[src/design/txcc_pkg.sv]
// Package for the transmit coalescing controller: item and result layouts,
// state, status and op codes. No dependencies.
package txcc_pkg;

  localparam int unsigned WindowW = 16;
  localparam logic [WindowW-1:0] WindowReset = 16'd100;
  localparam logic [WindowW-1:0] ElapsedMax  = {WindowW{1'b1}};

  typedef enum logic [2:0] {
    ST_INIT     = 3'd0,
    ST_WAIT     = 3'd1,
    ST_START    = 3'd2,
    ST_DONEWAIT = 3'd3,
    ST_HALT     = 3'd4
  } ctrl_state_e;

  typedef enum logic [1:0] {
    RS_IDLE    = 2'd0,
    RS_PENDING = 2'd1,
    RS_DONE    = 2'd2,
    RS_FAILED  = 2'd3
  } req_status_e;

  typedef enum logic [2:0] {
    OP_RUN     = 3'd0,
    OP_REQUEST = 3'd1,
    OP_CLEAR   = 3'd2,
    OP_DONE    = 3'd3,
    OP_TICK    = 3'd4
  } op_e;

  // Source bits of a packet.
  localparam int unsigned SrcSysBit = 0;
  localparam int unsigned SrcReqBit = 1;
  localparam logic [1:0]  SrcSys    = 2'b01;
  localparam logic [1:0]  SrcReq    = 2'b10;
  localparam logic [1:0]  SrcBoth   = SrcSys | SrcReq;

  // Input item, last field in the lowest bits.
  typedef struct packed {
    logic       radio_ok;
    logic       busy_pin;
    logic       system_ready;
    logic       request_valid;
    logic [2:0] op;
  } item_t;

  // Result item, last field in the lowest bits.
  typedef struct packed {
    logic        busy_res;
    logic        standby;
    logic        clear_system_ready;
    logic [1:0]  packet_sources;
    logic        start_transmit;
    logic        request_accepted;
    req_status_e tx_status;
    ctrl_state_e fsm_state;
  } result_t;

  localparam int unsigned ItemW   = $bits(item_t);
  localparam int unsigned ResultW = $bits(result_t);

endpackage

[src/design/txcc_core.sv]
// Controller state and per-item next-state logic of the transmit coalescing
// controller. Depends on txcc_pkg.
module txcc_core (
  input  logic                          clk_i,
  input  logic                          rst_ni,
  input  logic                          step_i,
  input  txcc_pkg::item_t               item_i,
  input  logic [txcc_pkg::WindowW-1:0]  join_window_i,
  output txcc_pkg::result_t             result_o
);
  import txcc_pkg::*;

  ctrl_state_e        state_q, state_d;
  req_status_e        status_q, status_d;
  logic               armed_q, armed_d;
  logic [WindowW-1:0] elapsed_q, elapsed_d;
  logic [1:0]         sent_q, sent_d;
  logic               done_seen_q, done_seen_d;
  logic               busy_q, busy_d;

  logic       accepted, start, clr, stby, ended;
  logic [1:0] src;

  assign src = {status_q == RS_PENDING, item_i.system_ready};

  always_comb begin
    state_d     = state_q;
    status_d    = status_q;
    armed_d     = armed_q;
    elapsed_d   = elapsed_q;
    sent_d      = sent_q;
    done_seen_d = done_seen_q;
    busy_d      = busy_q;
    accepted    = 1'b0;
    start       = 1'b0;
    clr         = 1'b0;
    stby        = 1'b0;
    ended       = 1'b0;
    case (item_i.op)
      OP_REQUEST: begin
        if (item_i.request_valid && status_q != RS_PENDING) begin
          status_d = RS_PENDING;
          accepted = 1'b1;
        end
      end
      OP_CLEAR: begin
        if (status_q == RS_DONE || status_q == RS_FAILED) status_d = RS_IDLE;
      end
      OP_DONE: done_seen_d = 1'b1;
      OP_TICK: begin
        if (armed_q && elapsed_q != ElapsedMax) elapsed_d = elapsed_q + 1'b1;
      end
      OP_RUN: begin
        case (state_q)
          ST_INIT: state_d = item_i.radio_ok ? ST_WAIT : ST_HALT;
          ST_WAIT: begin
            if (!busy_q && !item_i.busy_pin) begin
              if (src == 2'b00) begin
                armed_d = 1'b0;
              end else if (src != SrcBoth && !armed_q) begin
                armed_d   = 1'b1;
                elapsed_d = '0;
              end else if (src == SrcBoth || elapsed_q >= join_window_i) begin
                armed_d = 1'b0;
                sent_d  = src;
                busy_d  = 1'b1;
                state_d = ST_START;
              end
            end
          end
          ST_START: begin
            done_seen_d = 1'b0;
            start       = 1'b1;
            if (item_i.radio_ok) begin
              state_d = ST_DONEWAIT;
            end else begin
              if (sent_q[SrcReqBit]) status_d = RS_FAILED;
              ended   = 1'b1;
              sent_d  = '0;
              busy_d  = 1'b0;
              state_d = ST_WAIT;
            end
          end
          ST_DONEWAIT: begin
            if (done_seen_q) begin
              done_seen_d = 1'b0;
              stby        = 1'b1;
              if (sent_q[SrcReqBit]) status_d = RS_DONE;
              clr     = sent_q[SrcSysBit];
              ended   = 1'b1;
              sent_d  = '0;
              busy_d  = 1'b0;
              state_d = ST_WAIT;
            end
          end
          default: ;
        endcase
      end
      default: ;
    endcase
  end

  always_comb begin
    result_o.fsm_state          = state_d;
    result_o.tx_status          = status_d;
    result_o.request_accepted   = accepted;
    result_o.start_transmit     = start;
    result_o.packet_sources     = ended ? sent_q : sent_d;
    result_o.clear_system_ready = clr;
    result_o.standby            = stby;
    result_o.busy_res           = busy_d;
  end

  always_ff @(posedge clk_i or negedge rst_ni) begin
    if (!rst_ni) begin
      state_q     <= ST_INIT;
      status_q    <= RS_IDLE;
      armed_q     <= 1'b0;
      elapsed_q   <= '0;
      sent_q      <= '0;
      done_seen_q <= 1'b0;
      busy_q      <= 1'b0;
    end else if (step_i) begin
      state_q     <= state_d;
      status_q    <= status_d;
      armed_q     <= armed_d;
      elapsed_q   <= elapsed_d;
      sent_q      <= sent_d;
      done_seen_q <= done_seen_d;
      busy_q      <= busy_d;
    end
  end

endmodule

[src/design/tx_coalescing_controller_top.sv]
// Top level of the transmit coalescing controller: input and result registers
// around the controller core. Depends on txcc_pkg and txcc_core.
//
// Use:
//   The slave stream carries one item per handshake: an op (run step,
//   transmit request, clear status, done interrupt, time tick) with the
//   request, system-ready, busy-pin and radio-result flags. Every item gives
//   exactly one result item on the master stream: state and request status
//   after the item, the request-accepted flag, the start/standby/clear pulses,
//   the packet sources and the busy flag.
//   cfg_we_i writes the join window (ticks) from cfg_wdata_i; write it only
//   while no item is in flight.
// Flow:
//   An accepted item is held in the input register, is processed by the core
//   and is then held in the result register, which drives the master stream.
//   One item per cycle is sustained while the receiver keeps m_axis_tready_i
//   high; the core's next-state logic is combinational.
// Reset:
//   rst_ni (asynchronous, active low) empties both registers, puts the
//   controller in init with status idle, and loads a join window of 100.
// Stall:
//   While the receiver holds m_axis_tready_i low, the result holds; one more
//   item is taken into the input register, then s_axis_tready_o drops.
module tx_coalescing_controller_top (
  input  logic        clk_i,
  input  logic        rst_ni,
  input  logic        s_axis_tvalid_i,
  output logic        s_axis_tready_o,
  // [2:0] op, [3] request_valid, [4] system_ready, [5] busy_pin,
  // [6] radio_ok, [7] zero
  input  logic [7:0]  s_axis_tdata_i,
  output logic        m_axis_tvalid_o,
  input  logic        m_axis_tready_i,
  // [2:0] fsm_state, [4:3] tx_status, [5] request_accepted,
  // [6] start_transmit, [8:7] packet_sources, [9] clear_system_ready,
  // [10] standby, [11] busy_res, [15:12] zero
  output logic [15:0] m_axis_tdata_o,
  input  logic        cfg_we_i,
  input  logic [15:0] cfg_wdata_i
);
  import txcc_pkg::*;

  logic               in_valid_q;
  item_t              in_item_q;
  logic               out_valid_q;
  result_t            out_res_q;
  logic [WindowW-1:0] window_q;
  logic               out_free;
  logic               advance;
  logic               take_in;
  result_t            core_res;

  // The result register is free when empty or being drained this cycle.
  assign out_free        = !out_valid_q || m_axis_tready_i;
  assign advance         = in_valid_q && out_free;
  assign s_axis_tready_o = !in_valid_q || out_free;
  assign take_in         = s_axis_tvalid_i && s_axis_tready_o;

  always_ff @(posedge clk_i or negedge rst_ni) begin
    if (!rst_ni) begin
      window_q <= WindowReset;
    end else if (cfg_we_i) begin
      window_q <= cfg_wdata_i;
    end
  end

  // Input register: load on accept, empty when the item moves on.
  always_ff @(posedge clk_i or negedge rst_ni) begin
    if (!rst_ni) begin
      in_valid_q <= 1'b0;
    end else if (take_in) begin
      in_valid_q <= 1'b1;
    end else if (advance) begin
      in_valid_q <= 1'b0;
    end
  end

  always_ff @(posedge clk_i) begin
    if (take_in) begin
      in_item_q <= item_t'(s_axis_tdata_i[ItemW-1:0]);
    end
  end

  txcc_core u_core (
    .clk_i         (clk_i),
    .rst_ni        (rst_ni),
    .step_i        (advance),
    .item_i        (in_item_q),
    .join_window_i (window_q),
    .result_o      (core_res)
  );

  // Result register: hold while the receiver stalls.
  always_ff @(posedge clk_i or negedge rst_ni) begin
    if (!rst_ni) begin
      out_valid_q <= 1'b0;
    end else if (out_free) begin
      out_valid_q <= advance;
    end
  end

  always_ff @(posedge clk_i) begin
    if (advance) begin
      out_res_q <= core_res;
    end
  end

  assign m_axis_tvalid_o = out_valid_q;
  assign m_axis_tdata_o  = {{(16 - ResultW){1'b0}}, out_res_q};

  // Busy is reported exactly while a transmission is being started or run.
  assert property (@(posedge clk_i) disable iff (!rst_ni)
    out_valid_q |-> (out_res_q.busy_res ==
      (out_res_q.fsm_state == ST_START || out_res_q.fsm_state == ST_DONEWAIT)))
    else $error("busy flag disagrees with controller state");

  // Standby ends a transmission: back to waiting with the radio released.
  assert property (@(posedge clk_i) disable iff (!rst_ni)
    (out_valid_q && out_res_q.standby) |->
      (out_res_q.fsm_state == ST_WAIT && !out_res_q.busy_res))
    else $error("standby without returning to waiting");

  // Start pulse leaves the controller awaiting done or back in waiting.
  assert property (@(posedge clk_i) disable iff (!rst_ni)
    (out_valid_q && out_res_q.start_transmit) |->
      (out_res_q.fsm_state == ST_DONEWAIT || out_res_q.fsm_state == ST_WAIT))
    else $error("start pulse with unexpected next state");

  // An item in the input register moves on whenever the result slot frees.
  assert property (@(posedge clk_i) disable iff (!rst_ni)
    (in_valid_q && (!out_valid_q || m_axis_tready_i)) |=> out_valid_q)
    else $error("item not advanced into the result register");

endmodule
[config.mk]
export PLATFORM = sky130hd
export DESIGN_NAME = tx_coalescing_controller_top
export DESIGN_NICKNAME = d
export VERILOG_FILES = /design/src/design/txcc_pkg.sv /design/src/design/txcc_core.sv /design/src/design/tx_coalescing_controller_top.sv
export SDC_FILE = /design/constraint.sdc
export NUM_CORES = 1
export LEC_CHECK = 0
export ABC_AREA = 1
export ABC_CLOCK_PERIOD_IN_PS = 2300
export BUFFER_PORTS_ARGS = -buffer_cell sky130_fd_sc_hd__buf_2
export CORE_MARGIN = 1
export CORE_UTILIZATION = 52
export DETAILED_ROUTE_END_ITERATION = 8
export PLACE_DENSITY_LB_ADDON = 0.1
export SETUP_SLACK_MARGIN = 0.1
export SLEW_MARGIN = 25
export SYNTH_ARGS = -nofsm -noshare
export SYNTH_HDL_FRONTEND = slang
export SYNTH_HIERARCHICAL = 1
export SYNTH_SLANG_ARGS = --single-unit
[constraint.sdc]
create_clock -name clk_i -period 2.3 [get_ports clk_i]
set_input_delay 0.23 -clock clk_i [delete_from_list [all_inputs] [get_ports clk_i]]
set_output_delay 0.23 -clock clk_i [all_outputs]
set_load 0.1 [all_outputs]
* Word level (Yosys, flattened, before mapping)
Cells that the tools add are included.
Cells by class: reductions and logical operators 28, equal/unequal tests 20, muxes and demuxes 53, add/sub/neg operators 1, order comparisons 1
Operators with widths (number):
- $mux 16 | 5
- $pmux 16 s2 | 1
- $mux 2 | 15
- $mux 3 | 7
- $mux 1 | 18
- $add 16x1->16 const B | 1
- $ge 16x16->1 | 1
- $ne 16x16->1 const B | 1
- $eq 3x2->1 const B | 4
- $pmux 2 s3 | 2
- $pmux 3 s4 | 1
- $ne 2x1->1 const B | 4
- $ne 2x2->1 const B | 4
- $reduce_and 7->1 | 1
- $eq 2x2->1 const B | 3
- $eq 3x1->1 const B | 2
- $logic_and 1x1->1 | 6
- $logic_not 3->1 | 2
- $reduce_and 3->1 | 2
- $reduce_bool 2->1 | 3
- $logic_not 1->1 | 5
- $reduce_and 5->1 | 1
- $logic_or 1x1->1 | 4
- $pmux 1 s2 | 2
- 8 further kinds | 8
Storage, ports and cells: logic and storage cells 126, register bits after elaboration 63, bits of input ports 29, output and inout port bits 18

* Logic depth before layout (Yosys ltp)
Gate-level depths: netlist of run 1.
word-level depth 10, depth in mapped cells 18, gate-level depth less buffers 18

* Modules after synthesis
The synthesis of run 1 kept the hierarchy.
Modules (own cells, without submodules):
- txcc_core | area each 2314.7 sq um, times used 1, sequential area each 650.6 sq um, cells an instance 347
- tx_coalescing_controller_top | area each 1347.5 sq um, times used 1, sequential area each 1024.7 sq um, cells an instance 103

* Worst setup path before layout of run 1
No wires, ideal clock.
path type register -> register, start point register out_valid_q, in the netlist m_axis_tvalid_o, end point register u_core.elapsed_q[15], library setup time 0.117 ns, stages on the path, launching flop included 9, data arrival time 2.595 ns, period minus slack after synthesis 2.712 ns, required time 2.183 ns, buffers on the path 0, setup slack -0.412 ns, cell sequence dfrtp_1 > a21oi_1 > inv_1 > a21oi_1 > nand2_1 > nor2_4 > inv_1 > nand2_1 > nand2_1
On the way: word-level cells in the longest chain between the ends 4
Ends and longest elaborated chain:
- from (decl) | RTL line tx_coalescing_controller_top.sv:45 | logic out_valid_q;
- from (signal assigned) | RTL line tx_coalescing_controller_top.sv:98 | out_valid_q <= advance;
- $logic_not 1->1 | RTL line tx_coalescing_controller_top.sv:54 | assign out_free = !out_valid_q || m_axis_tready_i;
- $logic_or 1x1->1 | RTL line tx_coalescing_controller_top.sv:54
- $logic_and 1x1->1 | RTL line tx_coalescing_controller_top.sv:55 | assign advance = in_valid_q && out_free;
- via advance | RTL line tx_coalescing_controller_top.sv:49 | logic advance;
- $reduce_and 7->1 (no source line)
- to (signal assigned) | RTL line txcc_core.sv:127 | elapsed_q <= elapsed_d;
- to (decl) | RTL line txcc_core.sv:16 | logic [WindowW-1:0] elapsed_q, elapsed_d;
The timed path passes the listed nets, and every way through them passes these cells. A chain may end at the register's enable or synchronous reset.

==> results of run 1 <==
[cells by family after synthesis]
kind of cell,Yosys count,share of synthesized area
XOR/XNOR,14,0.0335
AO/OA/AOI/OAI,58,0.0905
adder cells (fa/ha/maj),17,0.0581
other,1,0.00102
AND/OR/NAND/NOR,202,0.242
flip-flops,63,0.457
buffers and inverters,95,0.118
[per-stage QoR]
step           instances  power [mW]  hold slack, ps
2_1_floorplan        453        2.13           -65.6
3_3_place_gp         581        2.30             250
3_5_place_dp         581        2.34             261
4_1_cts              597        3.18            35.7
5_1_grt              598        3.37            36.1
6_report             598        3.14            54.0
[power by group]
part	switching [mW]	total [mW]	internal (mW)	leakage (nW)
clock network	0.416	0.818	0.402	0.0830
registers	0.129	1.43	1.30	0.728
logic	0.611	0.891	0.280	1.28
total	1.16	3.14	1.99	2.09
[layout make-up]
cell class / count / area [sq um] / share of cell area
sequential: 63 / 1680 / 0.405
inverter: 79 / 299 / 0.0723
clock inverter: 5 / 25.0 / 0.00605
tap: 96 / 120 / 0.0290
timing repair buffer: 50 / 275 / 0.0665
clock buffer: 10 / 138 / 0.0333
multi-input combinational: 295 / 1610 / 0.388
[worst max-delay path, stage by stage (launching register included)]
cell     delay [ps]
dfstp_2         530
inv_1            40
ha_1            290
nand2_1          50
inv_1            40
nand2_1          60
nor2_1          100
nor2_1           40
nand2_1          90
nand2_2          90
nand2_4         110
nand3_1          80
nand2_1          60
nand2_1          70
o21ai_2          70
inv_1            60
[synthesized netlist by cell type, drive strengths merged, types with 4 or more instances]
cell type  number
a21oi          15
buf            14
dfrtp          41
edfxtp         19
ha             17
inv            79
nand2         115
nand3          26
nand4          10
nor2           37
nor3            8
nor4            4
o21ai          38
xor2           12
[layout by cell type (no fill, tap or decap), drive strengths merged]
cell type / n
a211oi: 1
a21boi: 1
a21o: 1
a21oi: 15
and3: 1
buf: 49
clkbuf: 10
clkinv: 4
clkinvlp: 1
conb: 4
dfrtp: 41
dfstp: 3
dlygate4sd3: 1
edfxtp: 19
ha: 17
inv: 79
nand2: 115
nand3: 26
nand3b: 1
nand4: 10
nor2: 37
nor3: 8
nor4: 4
o21ai: 38
o21bai: 1
o22ai: 1
xnor2: 2
xor2: 12
[registers in the layout (all words and copies together) (netlist names)]
name                cells
u_core/elapsed_q       16
window_q               16
m_axis_tdata_o         12
in_item_q               7
u_core/state_q          3
u_core/sent_q           2
u_core/status_q         2
in_valid_q              1
m_axis_tvalid_o         1
u_core/armed_q          1
u_core/busy_q           1
u_core/done_seen_q      1
[worst min path at each step]
stage | from | end | slack, ps
after global placement | rst_ni | window_q[8]$_DFFE_PN0P_ | 250
after CTS | s_axis_tdata_i[6] | in_item_q[6]$_DFFE_PP_ | 40
after detailed placement | rst_ni | window_q[8]$_DFFE_PN0P_ | 260
after global routing | s_axis_tdata_i[4] | in_item_q[4]$_DFFE_PP_ | 40
after floorplan | rst_ni | in_valid_q$_DFFE_PN0P_ | -70
final | s_axis_tdata_i[3] | in_item_q[3]$_DFFE_PP_ | 50
[what timing repair did]
item	4_1_cts	5_1_grt
endpoints found under the hold margin	22	0
setup endpoints to repair	0	12
buffers inserted	0	1
hold buffers	1	0
resized for setup	0	6
[routing by layer]
metal | share of wire | vias to the layer above
li1 | - | 1526
met1 | 0.47 | 1321
met2 | 0.46 | 85
met3 | 0.050 | 12
met4 | 0.018 | 0
met5 | 0 | -
==> metrics.md, run 1 <==
| Metric | Value |
|---|---|
| Routed Antenna Nets | 0 |
| Power density cells | 759 mW/mm^2 |
| Post-layout util | 0.609 |
| RSZ-0062 raised after global routing | false |
| Gpl congestion | 0.926 |
| Global-route wire length before repair | 12100 um |
| Met2 Track Usage GR | 0.343 |
| Syn Area/Cell | 8.14 sq um |
| Hold crit path type | input pin to register |
| H-tree depth | 3 |
| R2R cell count | 15 |
| Initial core utilization | 0.539 |
| Hold Path Depth | 1 |
| Max IR drop VDD | 356 uV |
| Yosys warnings | 6 |
| GRT Residual Overflow | 0 |
| Worst-Margin Slew | 565 ps |
| FF+latch count, synth | 63 |
| Number of synthesized flops with an enable pin | 19 |
| # nets final | 544 |
| Gr usage total | 0.215 |
| CTS Sinks | 63 |
| Worst path required time | 2400 ps |
| Yosys cell types | 33 |
| FF-to-FF setup slack | 260 ps |
| Finished Cell Area | 0.00414 sq mm |
| RR Startpoint | window_q[5]$_DFFE_PN1P_ |
| Fin crit period | 2040 ps |
| Wire per inst | 11.7 um |
| DP Worst Slack | 136 ps |
| Clock transition at the registers of the reported paths | 70 ps |
| Top post-synthesis cells by area | dfrtp_1, edfxtp_1, nand2_1 |
| Tcrit/Tclk final | 0.885 |
| Worst skew pair latency | 350 ps |
| Core Rows | 30 |
| Synth-to-Final Area Change | 13.0% |
| M3 GR Usage | 0.0616 |
| Ports | 47 |
| Final setup TNS | 0 ps |
| Vias per cell | 4.92 |
| Crit path launch type | register |
| I/O Buffers | 41 |
| First drt pass iteration count | 4 |
| Number of global-route vias before repair | 2747 |
| Worst setup slack after layout | 264 ps |
| Critical path data arrival time | 2140 ps |
| Final Slew Violations | 0 |
| Die Ht | 85.9 um |
| Sequential area share after synthesis | 0.457 |
| Antenna violations before repair | 0 |
| Clock Tree Buf Depth | 2 |
| DIE WIDTH | 85.9 um |
| Crit path max fanout | 6 |
| Grt met1 use | 0.271 |
| Final Skew | 10.7 ps |
| Fraction of layout cells with a size suffix above 1 | 0.169 |
| Setup-failing EPs final | 0 |
| Ys async rst share | 0.698 |
| Slew headroom | 0.623 |
| CP Launch Point | window_q[5]$_DFFE_PN1P_ |
| Final hold viol count | 0 |
| Number of diodes | 0 |
| Initial DRC count | 191 |
| DRT Wirelength | 7020 um |
| Clk Tree Root Cell | clkbuf_8 |
| Mapped Area | 0.00366 sq mm |
| Core area | 0.00679 sq mm |
| DRC viols | 0 |
| Leak | 2.09 nW |
| Vias | 2944 |
| Die ar. | 0.00738 sq mm |
| Busiest grt layer | met2 |
| Critical path class | register to register |
| TritonCTS clock tree | built |
| Max Cap Viol | 0 |
| Synth Flop Type | dfrtp_1 |
| Largest net degree at the start of global routing | 33 |
| Crit. End Element | register |
| R2r endpoint | m_axis_tdata_o[0]$_DFFE_PP_ |
| Detail Placement HPWL | 5230 um |
| Share of the synthesized area in the top cell type | 0.280 |
| Status | complete, no violations |
| FILL cells | 636 |
| Maximum clock rate | 0.491 GHz |
| Total CTS buffers | 9 |
| Synth Instances | 450 |
| Crit path to | m_axis_tdata_o[0]$_DFFE_PP_ |
| Synth area leader | dfrtp_1 |
| DP Area | 0.00394 sq mm |
(Power assumes the default switching activity.)
==> run 2, diff against run 1 <==
==> constraint.sdc (replaced) <==
create_clock -name clk_i -period 2.3 [get_ports clk_i]
set_input_delay 0 -clock clk_i [delete_from_list [all_inputs] [get_ports clk_i]]
set_output_delay 0 -clock clk_i [all_outputs]
set_load 0.1 [all_outputs]
==> run 2 against run 1 <==
  * Critical path depth stayed put
  * Combinational power is 4.3% higher
  * Register-to-register slack worse by 20 ps
  * Setup slack got worse by 22 ps
  * First-iteration DRC count decreased by 7.3%
  * Routed wire length rose by 3.2%
  * Core utilization increased by 4.3 points
  * Flip-flop and latch count is the same
  * Largest power group unchanged
==> metrics.md, run 2 (synthesis results as in run 1) <==
| Metric | Value |
|---|---|
| Largest net degree at the start of global routing | 44 (+33%) |
| Final hold viol count | 0 (unchanged) |
| Die Ht | 85.9 um (unchanged) |
| Number of global-route vias before repair | 2979 (+8.4%) |
| CTS Sinks | 63 (unchanged) |
| Worst-Margin Slew | 564 ps (-1.16 ps) |
| Hold EP | window_q[6]$_DFFE_PN1P_ |
| Slew headroom | 0.624 (+0.000773) |
| Power density cells | 737 mW/mm^2 (-2.9%) |
| Wire per inst | 11.5 um (-1.6%) |
| Global-route wire length before repair | 12900 um (+6.7%) |
| Crit path launch type | register |
| GRT Residual Overflow | 0 (unchanged) |
| Initial core utilization | 0.539 (unchanged) |
| Worst skew pair latency | 350 ps (about the same) |
| R2r endpoint | m_axis_tdata_o[0]$_DFFE_PP_ |
| Vias | 3075 (+4.4%) |
| Final Slew Violations | 0 (unchanged) |
| DP Area | 0.00394 sq mm (-0.19%) |
| DP Worst Slack | 142 ps (+5.09 ps) |
| Gr usage total | 0.225 (+0.00988) |
| Die ar. | 0.00738 sq mm (unchanged) |
| Commonest non-fill, non-tap cell in the layout | nand2_1 |
| Clock Tree Buf Depth | 2 (unchanged) |
| Setup-failing EPs final | 0 (unchanged) |
| Max IR drop VDD | 696 uV (+95%) |
| Hold Startpoint | cfg_we_i |
| Critical path class | register to register |
| Core Rows | 30 (unchanged) |
| Initial DRC count | 177 (-7.3%) |
| Most frequent CP cell | nand2_1 |
| Total CTS buffers | 9 (unchanged) |
| Hold crit path type | input pin to register |
| Crit path max fanout | 5 (-1) |
| Core area | 0.00679 sq mm (unchanged) |
| Placed Instances | 580 (-0.17%) |
| Number of diodes | 0 (unchanged) |
| RSZ-0062 raised after global routing | false |
| # nets final | 572 (+5.1%) |
| H-tree depth | 3 (unchanged) |
| Hold Path Depth | 3 (+2) |
| Worst path required time | 2400 ps (about the same) |
| Final Non-Filler Cells | 627 (+4.8%) |
| FILL cells | 594 (-6.6%) |
| Final setup TNS | 0 ps (unchanged) |
| Clk Tree Root Cell | clkbuf_8 |
| I/O Buffers | 41 (unchanged) |
| Tcrit/Tclk final | 0.895 (+0.00942) |
| First drt pass iteration count | 5 (+1) |
| Worst setup slack after layout | 242 ps (-21.7 ps) |
| DIE WIDTH | 85.9 um (unchanged) |
| Max Cap Viol | 0 (unchanged) |
| Clock transition at the registers of the reported paths | 60 ps (about the same) |
| Vias per cell | 4.90 (-0.38%) |
| Maximum clock rate | 0.486 GHz (-1.1%) |
| RR Startpoint | window_q[5]$_DFFE_PN1P_ |
| Post-layout util | 0.652 (+0.0435) |
| Slowest-stage cell, CP | dfstp_2 |
| DRC viols | 0 (unchanged) |
| TritonCTS clock tree | built |
| FF-to-FF setup slack | 240 ps (-20 ps) |
| Finished Cell Area | 0.00443 sq mm (+7.1%) |
| Commonest cells after routing, fill and taps aside | nand2_1, inv_1, dfrtp_1 |
| R2R cell count | 15 (unchanged) |
| Leak | 2.22 nW (+6.2%) |
| CP peak stage delay | 530 ps (about the same) |
| Antenna violations before repair | 0 (unchanged) |
| Fraction of layout cells with a size suffix above 1 | 0.162 (-0.00736) |
| Routed Antenna Nets | 0 (unchanged) |
| Ports | 47 (unchanged) |
| Synth-to-Final Area Change | 21.0% |
| Final Skew | 7.69 ps (-3.00 ps) |
| Detail Placement HPWL | 5070 um (-3.1%) |
| CP Cell Sequence | inv_1, ha_1, nand2_1, inv_1, nand2_1, nor2_1, nor2_1, nand2_1, nand2_2, nand2_4, nand3_1, nand2_1, nand2_1, o21ai_1, inv_1 |
| Gpl congestion | 0.873 (-5.8%) |
| DRT Wirelength | 7240 um (+3.2%) |
| Fin crit period | 2060 ps (+21.7 ps) |
| Critical path data arrival time | 2160 ps (+20 ps) |
| Crit. End Element | register |
| Status | complete, no violations |
run 2: cell type report:
cell class | instances | area, sq um | area share
sequential | 63 | 1680 | 0.378
timing repair buffer | 78 | 557 | 0.126
clock buffer | 11 | 131 | 0.0296
multi-input combinational | 295 | 1600 | 0.361
clock inverter | 5 | 48.8 | 0.0110
inverter | 79 | 299 | 0.0675
tap | 96 | 120 | 0.0271
run 2: worst max-delay path, delay by kind of cell, from the launching register on:
kind                       cells  cell delay, ps
AOI/OAI and AO/OA              1             100
DFF                            1             530
adders and majority gates      1             290
buffers and inverters          3             130
and+or+nand+nor               10             760
run 2: worst max path at each step:
stage | slack [ps] | end | startpoint
5_1_grt | 110 | m_axis_tdata_o[0]$_DFFE_PP_ | window_q[6]$_DFFE_PN1P_
3_3_place_gp | 230 | m_axis_tdata_o[0]$_DFFE_PP_ | window_q[6]$_DFFE_PN1P_
6_report | 240 | m_axis_tdata_o[0]$_DFFE_PP_ | window_q[5]$_DFFE_PN1P_
4_1_cts | 120 | u_core/state_q[1]$_DFFE_PN0P_ | window_q[5]$_DFFE_PN1P_
2_1_floorplan | 90 | u_core/elapsed_q[15]$_DFFE_PN0P_ | m_axis_tvalid_o$_DFFE_PN0P_
3_5_place_dp | 140 | u_core/state_q[1]$_DFFE_PN0P_ | window_q[5]$_DFFE_PN1P_
run 2: power breakdown:
group | internal [mW] | switching (mW)
Clock | 0.492 | 0.414
Combinational | 0.314 | 0.615
Sequential | 1.30 | 0.129
run 2: timing repair:
| action | CTS | global route |
|---|---|---|
| endpoints found under the setup margin | 0 | 24 |
| endpoints found under the hold margin | 66 | 0 |
| gates resized for setup | 0 | 6 |
| buffers inserted | 0 | 4 |
| hold buffers | 27 | 0 |
run 2: per-stage QoR:
stage / hold WS, ps / power [mW]
2_1_floorplan: -296 / 2.13
3_5_place_dp: 178 / 2.33
6_report: 98.3 / 3.27
3_3_place_gp: 177 / 2.30
5_1_grt: 163 / 3.48
4_1_cts: 95.0 / 3.28
run 2: per-layer routing:
layer  vias to the layer above  global-route usage  routed length, um
met3                        12              0.0491                353
met5                         -                   0                  0
li1                       1583                   -                  -
met2                        87               0.362               3310
met1                      1393               0.290               3440
met4                         0               0.100                143
